`src/rtl/core/mlp_jump_decision_unit_assert.svh`:
```
// Assertion macros for the jump decision perceptron.
// Expects clk and arst_n in the scope of each use; no other dependencies.
`ifndef MLP_JUMP_DECISION_UNIT_ASSERT_SVH
`define MLP_JUMP_DECISION_UNIT_ASSERT_SVH
`ifndef NO_ASSERTIONS
// same-cycle implication
`define MJD_ASSERT_IMP(lbl, ante, cons) \
	lbl: assert property (@(posedge clk) disable iff (!arst_n) (ante) |-> (cons)) \
		else $error("mjd: assertion failed");
// next-cycle implication
`define MJD_ASSERT_NXT(lbl, ante, cons) \
	lbl: assert property (@(posedge clk) disable iff (!arst_n) (ante) |=> (cons)) \
		else $error("mjd: assertion failed");
`else
`define MJD_ASSERT_IMP(lbl, ante, cons)
`define MJD_ASSERT_NXT(lbl, ante, cons)
`endif
`endif

```
`src/rtl/core/mjd_pkg.sv`:
```
// Shared types, constants and sizing functions for the jump decision perceptron.
// No dependencies.
package mjd_pkg;

	localparam int DATA_W        = 16;
	localparam int IDX_PORT_W    = 6;
	localparam int N_FEATURES    = 5;
	localparam int DEF_N_INPUTS  = 5;
	localparam int DEF_N_HIDDEN  = 8;
	localparam int DEF_FRAC_BITS = 12;

	localparam logic REQ_LOAD  = 1'b0;
	localparam logic REQ_INFER = 1'b1;

	// operand fed to the multiplier alongside the weight word
	typedef enum logic [1:0] {
		OP_FEAT,
		OP_SCALE,
		OP_HID
	} opsel_t;

	// one multiply-accumulate term issued by the controller
	typedef struct packed {
		logic   valid;
		logic   first;
		logic   last_hid;
		logic   last_out;
		opsel_t opsel;
	} mjd_cmd_t;

	// decoded request at the accept edge
	typedef struct packed {
		logic wr;
		logic cap;
	} mjd_req_t;

	typedef struct packed {
		logic res_fin;
	} mjd_status_t;

	function automatic int store_depth(int ni, int nh);
		return nh * ni + 2 * nh + 1;
	endfunction

	function automatic int addr_w(int ni, int nh);
		return $clog2(store_depth(ni, nh));
	endfunction

	function automatic int idx_w(int ni, int nh);
		int m;
		m = (ni > nh) ? ni : nh;
		return (m > 1) ? $clog2(m) : 1;
	endfunction

endpackage

```
`src/rtl/core/mjd_ctrl.sv`:
```
// Sequencer for the jump decision perceptron: walks the weight store term by term.
// Depends on mjd_pkg.
module mjd_ctrl #(
	parameter int N_INPUTS = mjd_pkg::DEF_N_INPUTS,
	parameter int N_HIDDEN = mjd_pkg::DEF_N_HIDDEN,
	localparam int ADDR_W  = mjd_pkg::addr_w(N_INPUTS, N_HIDDEN),
	localparam int IX_W    = mjd_pkg::idx_w(N_INPUTS, N_HIDDEN)
) (
	input  logic                clk,
	input  logic                arst_n,
	input  logic                start,
	input  logic                req_type,
	output logic                busy,
	output mjd_pkg::mjd_req_t    req,
	output mjd_pkg::mjd_cmd_t    cmd,
	output logic [ADDR_W-1:0]   addr,
	output logic [IX_W-1:0]     idx,
	input  mjd_pkg::mjd_status_t status
);
	import mjd_pkg::*;

	localparam int BIAS1_BASE = N_HIDDEN * N_INPUTS;
	localparam int W2_BASE    = BIAS1_BASE + N_HIDDEN;
	localparam int BIAS2_ADDR = W2_BASE + N_HIDDEN;
	localparam int MAX_TERM   = (N_INPUTS > N_HIDDEN) ? N_INPUTS : N_HIDDEN;
	localparam int TW         = $clog2(MAX_TERM + 1);
	localparam int UW         = (N_HIDDEN > 1) ? $clog2(N_HIDDEN) : 1;

	typedef enum logic [2:0] {
		S_IDLE,
		S_HID,
		S_DRAIN,
		S_OUT,
		S_WAIT
	} state_t;

	state_t            state_q;
	logic [UW-1:0]     unit_q;
	logic [TW-1:0]     term_q;
	logic [ADDR_W-1:0] wptr_q;
	mjd_cmd_t          cmd_q;
	logic [ADDR_W-1:0] addr_q;
	logic [IX_W-1:0]   idx_q;

	assign busy    = (state_q != S_IDLE);
	assign req.wr  = start && !busy && (req_type == REQ_LOAD);
	assign req.cap = start && !busy && (req_type == REQ_INFER);
	assign cmd     = cmd_q;
	assign addr    = addr_q;
	assign idx     = idx_q;

	always_ff @(posedge clk or negedge arst_n) begin
		if (!arst_n) begin
			state_q <= S_IDLE;
			unit_q  <= '0;
			term_q  <= '0;
			wptr_q  <= '0;
			cmd_q   <= '0;
			addr_q  <= '0;
			idx_q   <= '0;
		end else begin
			unique case (state_q)
				S_IDLE: begin
					cmd_q <= '0;
					if (req.cap) begin
						state_q <= S_HID;
						unit_q  <= '0;
						term_q  <= '0;
						wptr_q  <= '0;
					end
				end
				S_HID: begin
					// term 0 is the bias, then one term per input
					cmd_q <= '{valid: 1'b1,
						first: (term_q == '0),
						last_hid: (term_q == TW'(N_INPUTS)),
						last_out: 1'b0,
						opsel: (term_q == '0) ? OP_SCALE : OP_FEAT};
					if (term_q == '0) begin
						addr_q      <= ADDR_W'(BIAS1_BASE) + ADDR_W'(unit_q);
						idx_q       <= '0;
					end else begin
						addr_q      <= wptr_q;
						wptr_q      <= wptr_q + 1'b1;
						idx_q       <= IX_W'(term_q - 1'b1);
					end
					if (term_q == TW'(N_INPUTS)) begin
						term_q <= '0;
						if (unit_q == UW'(N_HIDDEN - 1)) begin
							state_q <= S_DRAIN;
						end else begin
							unit_q <= unit_q + 1'b1;
						end
					end else begin
						term_q <= term_q + 1'b1;
					end
				end
				S_DRAIN: begin
					// gap so the last hidden value settles before the output layer
					cmd_q   <= '0;
					state_q <= S_OUT;
					term_q  <= '0;
				end
				S_OUT: begin
					cmd_q <= '{valid: 1'b1,
						first: (term_q == '0),
						last_hid: 1'b0,
						last_out: (term_q == TW'(N_HIDDEN)),
						opsel: (term_q == '0) ? OP_SCALE : OP_HID};
					if (term_q == '0) begin
						addr_q      <= ADDR_W'(BIAS2_ADDR);
						idx_q       <= '0;
					end else begin
						addr_q      <= ADDR_W'(W2_BASE) + ADDR_W'(term_q - 1'b1);
						idx_q       <= IX_W'(term_q - 1'b1);
					end
					if (term_q == TW'(N_HIDDEN)) begin
						state_q <= S_WAIT;
					end else begin
						term_q <= term_q + 1'b1;
					end
				end
				S_WAIT: begin
					cmd_q <= '0;
					if (status.res_fin) begin
						state_q <= S_IDLE;
					end
				end
				default: begin
					cmd_q   <= '0;
					state_q <= S_IDLE;
				end
			endcase
		end
	end

endmodule

```
`src/rtl/core/mjd_dpath.sv`:
```
// Datapath of the jump decision perceptron: weight store, shared multiplier,
// accumulator, hidden value registers and result registers. Depends on mjd_pkg.
module mjd_dpath #(
	parameter int N_INPUTS  = mjd_pkg::DEF_N_INPUTS,
	parameter int N_HIDDEN  = mjd_pkg::DEF_N_HIDDEN,
	parameter int FRAC_BITS = mjd_pkg::DEF_FRAC_BITS,
	localparam int ADDR_W   = mjd_pkg::addr_w(N_INPUTS, N_HIDDEN),
	localparam int IX_W     = mjd_pkg::idx_w(N_INPUTS, N_HIDDEN)
) (
	input  logic                                clk,
	input  logic                                arst_n,
	input  mjd_pkg::mjd_req_t                    req,
	input  mjd_pkg::mjd_cmd_t                    cmd,
	input  logic [ADDR_W-1:0]                   addr,
	input  logic [IX_W-1:0]                     idx,
	input  logic [mjd_pkg::IDX_PORT_W-1:0]      weight_index,
	input  logic signed [mjd_pkg::DATA_W-1:0]   weight_value,
	input  logic signed [mjd_pkg::DATA_W-1:0]   feat_y,
	input  logic signed [mjd_pkg::DATA_W-1:0]   feat_vel,
	input  logic signed [mjd_pkg::DATA_W-1:0]   feat_ground,
	input  logic signed [mjd_pkg::DATA_W-1:0]   feat_dist,
	input  logic signed [mjd_pkg::DATA_W-1:0]   feat_height,
	output mjd_pkg::mjd_status_t                 status,
	output logic                                valid,
	output logic                                jump,
	output logic signed [mjd_pkg::DATA_W-1:0]   score
);
	import mjd_pkg::*;

	localparam int DEPTH   = store_depth(N_INPUTS, N_HIDDEN);
	localparam int MAX_NH  = (N_INPUTS > N_HIDDEN) ? N_INPUTS : N_HIDDEN;
	localparam int ACC_W   = 2 * DATA_W + $clog2(MAX_NH + 1);
	localparam int PROD_W  = 2 * DATA_W;
	localparam int FI_W    = (N_INPUTS > 1) ? $clog2(N_INPUTS) : 1;
	localparam int HI_W    = (N_HIDDEN > 1) ? $clog2(N_HIDDEN) : 1;
	localparam int CW      = (ADDR_W > IDX_PORT_W) ? ADDR_W : IDX_PORT_W;

	localparam logic signed [DATA_W-1:0] SCALE  = DATA_W'(1 << FRAC_BITS);
	localparam logic signed [ACC_W-1:0]  SAT_HI =
		{{(ACC_W - DATA_W + 1){1'b0}}, {(DATA_W - 1){1'b1}}};
	localparam logic signed [ACC_W-1:0]  SAT_LO =
		{{(ACC_W - DATA_W + 1){1'b1}}, {(DATA_W - 1){1'b0}}};

	logic signed [DATA_W-1:0] store_mem [DEPTH];
	logic signed [DATA_W-1:0] rdata_q;
	logic [CW-1:0]            widx;
	logic                     in_range;

	logic signed [DATA_W-1:0] feat_in [N_FEATURES];
	logic signed [DATA_W-1:0] feat_q  [N_INPUTS];
	logic signed [DATA_W-1:0] hid_q   [N_HIDDEN];
	logic [HI_W-1:0]          hptr_q;

	mjd_cmd_t                 cmd_s1;
	mjd_cmd_t                 cmd_s2;
	logic [IX_W-1:0]          idx_s1;
	logic signed [DATA_W-1:0] op_s1;
	logic signed [PROD_W-1:0] prod_s2;
	logic signed [ACC_W-1:0]  prod_ext;
	logic signed [ACC_W-1:0]  acc_q;
	logic signed [ACC_W-1:0]  acc_sh;
	logic                     fin_hid_s3;
	logic                     fin_out_s3;
	logic signed [DATA_W-1:0] hid_val;
	logic signed [DATA_W-1:0] score_val;

	logic                     done_q;
	logic                     jump_q;
	logic signed [DATA_W-1:0] score_q;

	assign widx     = CW'(weight_index);
	assign in_range = (widx < CW'(DEPTH));

	// loads beyond the store are dropped
	always_ff @(posedge clk) begin
		if (req.wr && in_range) begin
			store_mem[widx[ADDR_W-1:0]] <= weight_value;
		end
		rdata_q <= store_mem[addr];
	end

	assign feat_in[0] = feat_y;
	assign feat_in[1] = feat_vel;
	assign feat_in[2] = feat_ground;
	assign feat_in[3] = feat_dist;
	assign feat_in[4] = feat_height;

	for (genvar j = 0; j < N_INPUTS; j++) begin : g_feat
		if (j < N_FEATURES) begin : g_port
			always_ff @(posedge clk) begin
				if (req.cap) begin
					feat_q[j] <= feat_in[j];
				end
			end
		end else begin : g_zero
			always_ff @(posedge clk) begin
				feat_q[j] <= '0;
			end
		end
	end

	always_comb begin
		unique case (cmd_s1.opsel)
			OP_FEAT:  op_s1 = feat_q[idx_s1[FI_W-1:0]];
			OP_SCALE: op_s1 = SCALE;
			OP_HID:   op_s1 = hid_q[idx_s1[HI_W-1:0]];
			default:  op_s1 = '0;
		endcase
	end

	assign prod_ext = $signed({{(ACC_W - PROD_W){prod_s2[PROD_W-1]}}, prod_s2});
	assign acc_sh   = acc_q >>> FRAC_BITS;

	// ReLU, truncate to Q4.12, clamp high
	always_comb begin
		if (acc_q[ACC_W-1]) begin
			hid_val = '0;
		end else if (acc_sh > SAT_HI) begin
			hid_val = SAT_HI[DATA_W-1:0];
		end else begin
			hid_val = acc_sh[DATA_W-1:0];
		end
	end

	always_comb begin
		if (acc_sh > SAT_HI) begin
			score_val = SAT_HI[DATA_W-1:0];
		end else if (acc_sh < SAT_LO) begin
			score_val = SAT_LO[DATA_W-1:0];
		end else begin
			score_val = acc_sh[DATA_W-1:0];
		end
	end

	always_ff @(posedge clk or negedge arst_n) begin
		if (!arst_n) begin
			cmd_s1     <= '0;
			cmd_s2     <= '0;
			fin_hid_s3 <= 1'b0;
			fin_out_s3 <= 1'b0;
			done_q     <= 1'b0;
			hptr_q     <= '0;
		end else begin
			cmd_s1     <= cmd;
			cmd_s2     <= cmd_s1;
			fin_hid_s3 <= cmd_s2.valid && cmd_s2.last_hid;
			fin_out_s3 <= cmd_s2.valid && cmd_s2.last_out;
			done_q     <= fin_out_s3;
			if (req.cap) begin
				hptr_q <= '0;
			end else if (fin_hid_s3) begin
				hptr_q <= hptr_q + 1'b1;
			end
		end
	end

	always_ff @(posedge clk) begin
		idx_s1  <= idx;
		prod_s2 <= PROD_W'(rdata_q) * PROD_W'(op_s1);
		if (cmd_s2.valid) begin
			acc_q <= cmd_s2.first ? prod_ext : acc_q + prod_ext;
		end
		if (fin_hid_s3) begin
			hid_q[hptr_q] <= hid_val;
		end
		if (fin_out_s3) begin
			jump_q  <= !acc_q[ACC_W-1] && (acc_q != '0);
			score_q <= score_val;
		end
	end

	assign status.res_fin = fin_out_s3;
	assign valid          = done_q;
	assign jump           = jump_q;
	assign score          = score_q;

endmodule

```
`src/rtl/core/mlp_jump_decision_unit.sv`:
```
// Top level of the jump decision perceptron: controller plus datapath.
// Depends on mjd_pkg, mjd_ctrl, mjd_dpath and mlp_jump_decision_unit_assert.svh.
`include "mlp_jump_decision_unit_assert.svh"

// Two-layer perceptron (N_INPUTS inputs, N_HIDDEN ReLU units, one output) in
// signed Q4.12. An item is taken when start is high and busy is low. A load
// item (req_type 0) writes weight_value into the weight store at weight_index
// at that edge; busy stays low, so loads can follow every cycle, and a load
// beyond the store is dropped. Every store word must be loaded before an
// infer item reads it. An infer item (req_type 1) raises busy and runs all
// N_HIDDEN*(N_INPUTS+1) + N_HIDDEN+1 multiply-accumulates through one shared
// multiplier, one store read per cycle apart from a drain gap between the
// layers; the result passes the store read, multiplier, accumulator and
// result registers and is shown on jump and score, with valid high for a
// single cycle as busy drops. The receiver cannot stall: sample the result
// while valid is high. Store layout: hidden weights row-major, hidden
// biases, output weights, output bias.
module mlp_jump_decision_unit #(
	parameter int N_INPUTS  = mjd_pkg::DEF_N_INPUTS,
	parameter int N_HIDDEN  = mjd_pkg::DEF_N_HIDDEN,
	parameter int FRAC_BITS = mjd_pkg::DEF_FRAC_BITS
) (
	input  logic                              clk,
	input  logic                              arst_n,
	input  logic                              start,
	output logic                              busy,
	input  logic                              req_type,
	input  logic [mjd_pkg::IDX_PORT_W-1:0]    weight_index,
	input  logic signed [mjd_pkg::DATA_W-1:0] weight_value,
	input  logic signed [mjd_pkg::DATA_W-1:0] feat_y,
	input  logic signed [mjd_pkg::DATA_W-1:0] feat_vel,
	input  logic signed [mjd_pkg::DATA_W-1:0] feat_ground,
	input  logic signed [mjd_pkg::DATA_W-1:0] feat_dist,
	input  logic signed [mjd_pkg::DATA_W-1:0] feat_height,
	output logic                              valid,
	output logic                              jump,
	output logic signed [mjd_pkg::DATA_W-1:0] score
);
	import mjd_pkg::*;

	localparam int ADDR_W = addr_w(N_INPUTS, N_HIDDEN);
	localparam int IX_W   = idx_w(N_INPUTS, N_HIDDEN);

	mjd_req_t          req;
	mjd_cmd_t          cmd;
	mjd_status_t       status;
	logic [ADDR_W-1:0] addr;
	logic [IX_W-1:0]   idx;

	mjd_ctrl #(
		.N_INPUTS (N_INPUTS),
		.N_HIDDEN (N_HIDDEN)
	) u_ctrl (
		.clk      (clk),
		.arst_n   (arst_n),
		.start    (start),
		.req_type (req_type),
		.busy     (busy),
		.req      (req),
		.cmd      (cmd),
		.addr     (addr),
		.idx      (idx),
		.status   (status)
	);

	mjd_dpath #(
		.N_INPUTS  (N_INPUTS),
		.N_HIDDEN  (N_HIDDEN),
		.FRAC_BITS (FRAC_BITS)
	) u_dpath (
		.clk          (clk),
		.arst_n       (arst_n),
		.req          (req),
		.cmd          (cmd),
		.addr         (addr),
		.idx          (idx),
		.weight_index (weight_index),
		.weight_value (weight_value),
		.feat_y       (feat_y),
		.feat_vel     (feat_vel),
		.feat_ground  (feat_ground),
		.feat_dist    (feat_dist),
		.feat_height  (feat_height),
		.status       (status),
		.valid        (valid),
		.jump         (jump),
		.score        (score)
	);

	// an infer ends only with its result, and a result never overlaps work
	`MJD_ASSERT_IMP(a_busy_ends_with_result, $fell(busy), valid)
	`MJD_ASSERT_IMP(a_result_when_idle, valid, !busy)
	`MJD_ASSERT_NXT(a_infer_raises_busy, start && !busy && (req_type == REQ_INFER), busy)
	`MJD_ASSERT_NXT(a_load_stays_idle, start && !busy && (req_type == REQ_LOAD), !busy && !valid)

endmodule
```
`config.mk`:
```
export PLATFORM = sky130hd
export DESIGN_NAME = mlp_jump_decision_unit
export DESIGN_NICKNAME = d
export VERILOG_FILES = /design/src/rtl/core/mjd_pkg.sv /design/src/rtl/core/mjd_ctrl.sv /design/src/rtl/core/mjd_dpath.sv /design/src/rtl/core/mlp_jump_decision_unit.sv
export VERILOG_INCLUDE_DIRS = /design/src /design/src/rtl/core
export SDC_FILE = /design/constraint.sdc
export NUM_CORES = 2
export LEC_CHECK = 0
export BUFFER_PORTS_ARGS = -buffer_cell sky130_fd_sc_hd__buf_4
export CAP_MARGIN = 10
export CORE_ASPECT_RATIO = 1.25
export CORE_MARGIN = 3
export CORE_UTILIZATION = 35
export DETAILED_ROUTE_END_ITERATION = 8
export MAX_ROUTING_LAYER = met4
export PLACE_DENSITY = 0.49
export SLEW_MARGIN = 20
export SYNTH_ARGS = -nofsm -noshare
export SYNTH_HDL_FRONTEND = slang
export SYNTH_SLANG_ARGS = --single-unit
```
`constraint.sdc`:
```
create_clock -name clk -period 21.3 [get_ports clk]
set_input_delay 4.26 -clock clk [delete_from_list [all_inputs] [get_ports clk]]
set_output_delay 4.26 -clock clk [all_outputs]
set_load 0.05 [all_outputs]
```
Yosys cells after proc, flatten, opt, wreduce, memory -nomap -nowiden --
Memories as Yosys holds them, arrays and structs flattened. A register that Yosys moved wholly into a read port is not among the register bits. Index checks and enable logic that the tools add are counted. W data, S select, Z words.
Operators by class: add/subtract/negate cells 9, multipliers 1, magnitude comparators 3, equality and inequality tests 17, muxes and demuxes 37, bitwise gates (word level) 1, reductions and logical operators 23
Operators by type and width (count):
- $mux W16 | 3
- $pmux W16 S3 | 1
- $add A36 B32 Y36 | 1
- $mux W36 | 1
- $pmux W6 S2 | 3
- $reduce_bool A36 Y1 | 1
- $mux W3 | 11
- $mul A16 B16 Y32 | 1
- $gt A24 B16 Y1 const B | 1
- $lt A24 B16 Y1 const B | 1
- $mux W6 | 4
- $pmux W4 S4 | 1
- $pmux W3 S5 | 1
- $mux W4 | 3
- $ne A2 B1 Y1 const B | 4
- $ne A2 B2 Y1 const B | 4
- $logic_and A1 B1 Y1 | 7
- $mux W1 | 7
- $add A3 B1 Y3 const B | 2
- $add A6 B1 Y6 const B | 1
- $add A6 B3 Y6 const A | 1
- $add A6 B6 Y6 const A | 1
- $eq A3 B2 Y1 const B | 2
- $eq A3 B3 Y1 const B | 2
- 23 further kinds | 27
Word-level totals: bits in registers 132, RAM bits 1120, bits of input ports 106, output and inout bits 19, word-level logic and storage cells 122, memories 3
Memories:
- u_dpath.store_mem | words 57, bits a word 16, read ports 1, clocked after memory_dff 1, wr ports 1, RTL line mjd_dpath.sv:44 | logic signed [DATA_W-1:0] store_mem [DEPTH];
- u_dpath.hid_q | words 8, bits a word 16, read ports 1, clocked after memory_dff 1, wr ports 1, RTL line mjd_dpath.sv:51 | logic signed [DATA_W-1:0] hid_q [N_HIDDEN];
- u_dpath.feat_q | words 5, bits a word 16, read ports 1, clocked after memory_dff 1, wr ports 5, RTL line mjd_dpath.sv:50 | logic signed [DATA_W-1:0] feat_q [N_INPUTS];

Longest topological paths before layout --
depth in word-level cells 7, gate-level depth with buffers 31, depth with buffers taken out 27

By module --
Synthesis repeated with hierarchy kept, for this count alone.
Unflattened totals: cells, all modules 3536, area, all modules 59945.0 um^2
Modules (own cells, without submodules):
- mjd_dpath | instances 1, cells each 3383, area each 58411.0 um^2, sequential area each 36645.1 um^2
- mjd_ctrl | instances 1, cells each 153, area each 1534.0 um^2, sequential area each 750.7 um^2

Least setup slack after synthesis --
No wires, ideal clock.
path type input -> register, start input port req_type, end register u_ctrl.unit_q[0], setup time 0.126 ns, arrival time 7.456 ns, data required time 21.174 ns, setup slack 13.718 ns, stages 4, buffers on the path 1, cells stage by stage and3_1 > clkbuf_1 > nor2_1 > mux2_2
RTL lines:
- from (decl) | RTL line mlp_jump_decision_unit.sv:27 | input logic req_type,
- to (signal assigned) | RTL line mjd_ctrl.sv:92 | unit_q <= unit_q + 1'b1;
- to (decl) | RTL line mjd_ctrl.sv:38 | logic [UW-1:0] unit_q;

==> impl_metrics.py <==
metrics = {
    "job": {
        "maxCapViolations": 0,
    },
    "floorplanning": {
        "floorplan.die_area_um2": 176000,
        "floorplan.die.width_um": 376,
        "die_height_um": 468,
        "core_um2": 169000,
        "rows": 168,
        "starting_utilization_of_the_core_area": 0.354,
        "top_level_ports": 125,
    },
    "placed_design": {
        "pre_cts_slack_ns": 12.74,
        "gpl.final_weighted_congestion": 0.776,
        "half_perimeter_wire_length_after_placement_um": 95600,
        "port_buffers": 124,
    },
    "layout": {
        "final_util": 0.403,
        "drive_above_1_share": 0.209,
        "syn_to_final_growth_pct": 13.8,
        "net_count_of_the_finished_layout": 4237,
        "n_fill_cell": 15300,
    },
    "drt": {
        "drt-vias-per-instance": 5.06,
        "drtIter0Drc": 1798,
        "first_drt_pass_iteration_count": 5,
        "drc_viols": 0,
        "routed-via-count": 30700,
        "drtAntennaViolNets": 0,
        "avgRoutedWirePerCell_um": 24.6,
        "routed_wl_um": 149000,
    },
    "min_path": {
        "hold-path-cell-count": 0,
        "min-delay-path-class": "reg -> reg",
    },
    "sta": {
        "setup_viol": 0,
        "totalNegativeSetupSlack_ns": 0,
        "post-route-period-util": 0.397,
        "fin_ws_ns": 12.84,
        "clock_skew_ns": 0.0234,
        "unrepaired_setup_endpoints_after_global_routing": "false",
        "finalMaxSlewViolations": 0,
        "maxClockFrequency_mhz": 118,
        "max-slew-margin-rel": 0.251,
        "worst_pin_slew_ns": 1.12,
        "layout_min_cycle_time_ns": 8.46,
        "final_hold_violating_endpoints": 0,
    },
    "synthesis": {
        "yosys.area.top_type_share": 0.590,
        "postSynth.asyncResetShare": 0.0355,
        "synthesis.area_um2": 59800,
        "synth.area.top_cells": "edfxtp_1 59%, mux4_2 13%, fa_1 8.8%",
        "count_of_mapped_cells_out_of_synthesis": 3529,
        "synth_seq_cells": 1269,
        "synth_area_leader_cell": "edfxtp_1",
        "synth.top_cells.by_count": "1173 x edfxtp_1, 339 x mux4_2, 336 x inv_1",
        "postSynthAreaPerCell_um2": 16.9,
        "ys_warn_count": 0,
        "synth_top_flop_cell": "edfxtp_1",
        "synth.yosys.seq_area_share": 0.625,
        "synth_most_common_cell": "edfxtp_1",
        "synth_enable_flop_cells": 1173,
        "yosysUniqueCellTypes": 69,
    },
    "critical_path": {
        "crit_path_max_fo": 35,
        "cp-endpoint": "u_dpath.prod_s2[28]$_DFF_P_",
        "critPathKind": "reg -> reg",
        "critPathRequiredTime_ns": 21.99,
        "r2r_slack_ns": 12.84,
        "worstRegToRegCells": 26,
        "setup.worst_path.end_class": "register",
        "critical_path_arrival_ns": 9.16,
        "worstReg2RegEnd": "u_dpath.prod_s2[28]$_DFF_P_",
        "category_of_the_worst_setup_path_launch_point": "register",
    },
    "clocking": {
        "tritoncts.num_buffers": 136,
        "tritoncts": "built",
        "cts_resized": 0,
        "clkSlewWorstSetupHoldPaths_ns": 0.06,
        "post-cts-setup-buffers": 0,
        "clock_sink_count": 1269,
        "worst_skew_pair.late_latency_ns": 0.77,
        "clock_tree.buffer_depth": 3,
        "cts_hold_buf": 0,
        "h-tree-depth": 4,
        "clockRootBuffer": "clkbuf_16",
    },
    "grt": {
        "grt_pass1_vias": 33000,
        "grt_pass1_wl_um": 222000,
        "grt_start_max_net_pins": 113,
        "grt.total_usage": 0.177,
        "antenna_found_initial": 8,
        "globalRoute.totalOverflow": 0,
    },
    "run_status": {
        "outcome": "finished clean",
    },
}
registers in the layout, summed over array words and instances (netlist names), 4 cells and up, named ones only:
name,cells
u_ctrl.addr,6
u_ctrl.cmd,5
u_ctrl.term_q,4
u_ctrl.wptr_q,6
u_dpath.acc_q,36
u_dpath.cmd_s1,5
u_dpath.cmd_s2,4
u_dpath.feat_q,80
u_dpath.hid_q,128
u_dpath.prod_s2,32
u_dpath.rdata_q,16
u_dpath.score,16
u_dpath.store_mem,912
kinds of logic (layout without fill, tap and decap cells):
family	count (synthesis)	after routing	synth area share
compound gates	293	293	0.0312
xor+xnor	72	72	0.0106
fa+ha+maj	387	387	0.114
buf+inv	488	801	0.0321
flops	1269	1269	0.625
mux	376	376	0.134
other cells	1	10	0.0000628
simple gates	643	643	0.0524
worst max-delay path, stage by stage, from the launching register on:
cell and delay (ns):
dfxtp_4 0.54, buf_4 0.66, mux4_2 0.60, mux4_2 0.50, nor2b_1 0.16, buf_4 0.21, and2_1 0.19, fa_1 0.48
inv_1 0.06, fa_1 0.50, fa_1 0.52, inv_1 0.06, fa_1 0.49, fa_1 0.49, inv_1 0.05, fa_1 0.47
inv_1 0.04, ha_1 0.38, a211oi_1 0.27, nand2_1 0.13, nor2_1 0.11, o21ai_0 0.09, and2_4 0.17, o41ai_2 0.34
a31oi_1 0.27, or4b_1 0.52, nand3_1 0.09
worst min-delay path by stage:
stage / start / endpoint / slack, ns
floorplan: u_ctrl.cmd[0]$_DFF_PN0_ / u_dpath.cmd_s1[0]$_DFF_PN0_ / 0.33
global placement: u_ctrl.cmd[1]$_DFF_PN0_ / u_dpath.cmd_s1[1]$_DFF_PN0_ / 0.33
detailed placement: u_dpath.cmd_s1[5]$_DFF_PN0_ / u_dpath.cmd_s2[5]$_DFF_PN0_ / 0.33
CTS: u_dpath.cmd_s1[5]$_DFF_PN0_ / u_dpath.cmd_s2[5]$_DFF_PN0_ / 0.35
global route: u_ctrl.cmd[3]$_DFF_PN0_ / u_dpath.cmd_s1[3]$_DFF_PN0_ / 0.35
finish: u_ctrl.cmd[5]$_DFF_PN0_ / u_dpath.cmd_s1[5]$_DFF_PN0_ / 0.34
cell type report:
class / count / area [um^2] / area share
multi-input cells: 1779 / 20600 / 0.302
diodes: 2 / 5.00 / 0.0000736
repair buffers: 221 / 1680 / 0.0248
well taps: 2210 / 2770 / 0.0407
flip-flops and latches: 1269 / 37400 / 0.550
clock buffers: 175 / 3650 / 0.0537
inverters: 337 / 1260 / 0.0186
clock inverters: 68 / 681 / 0.0100
routing by layer:
metal,track usage,wire length [um]
met1,0.216,61700
met2,0.313,79300
met3,0.0272,5750
met4,0.0370,2350
met5,-,0
cells in the final DEF, fill, tap and decap left out, drive strengths merged, types with 8 or more instances in the layout:
cell / Yosys / routed
nand2b: 10 / 10
a21o: 28 / 28
inv: 336 / 342
buf: 53 / 221
nor3: 16 / 16
conb: 1 / 8
o21bai: 9 / 9
fa: 263 / 263
clkbuf: 98 / 175
nand3: 15 / 15
a31oi: 8 / 8
clkinv: 1 / 55
a21oi: 73 / 73
nor2: 157 / 157
a211oi: 24 / 24
bufinv: 0 / 8
nor4: 8 / 8
nand2: 202 / 202
dfxtp: 51 / 51
ha: 124 / 124
nor2b: 30 / 30
dfrtp: 45 / 45
mux2i: 28 / 28
or3: 8 / 8
o21ai: 84 / 84
mux2: 9 / 9
mux4: 339 / 339
nand4: 14 / 14
and2: 149 / 149
xnor2: 41 / 41
o21a: 28 / 28
edfxtp: 1173 / 1173
xor2: 31 / 31
metrics by stage:
step,cell area (um^2),std cells,hold slack [ns]
final,68000,6061,0.344
after global placement,63700,5816,0.334
after detailed placement,63700,5816,0.335
after CTS,68000,6059,0.348
after global routing,68000,6060,0.352
after floorplan,59800,3536,0.331
Power is left out: the tool's default activity adds up to more than one toggle a clock period on the data nets, which glitch-free logic cannot reach.
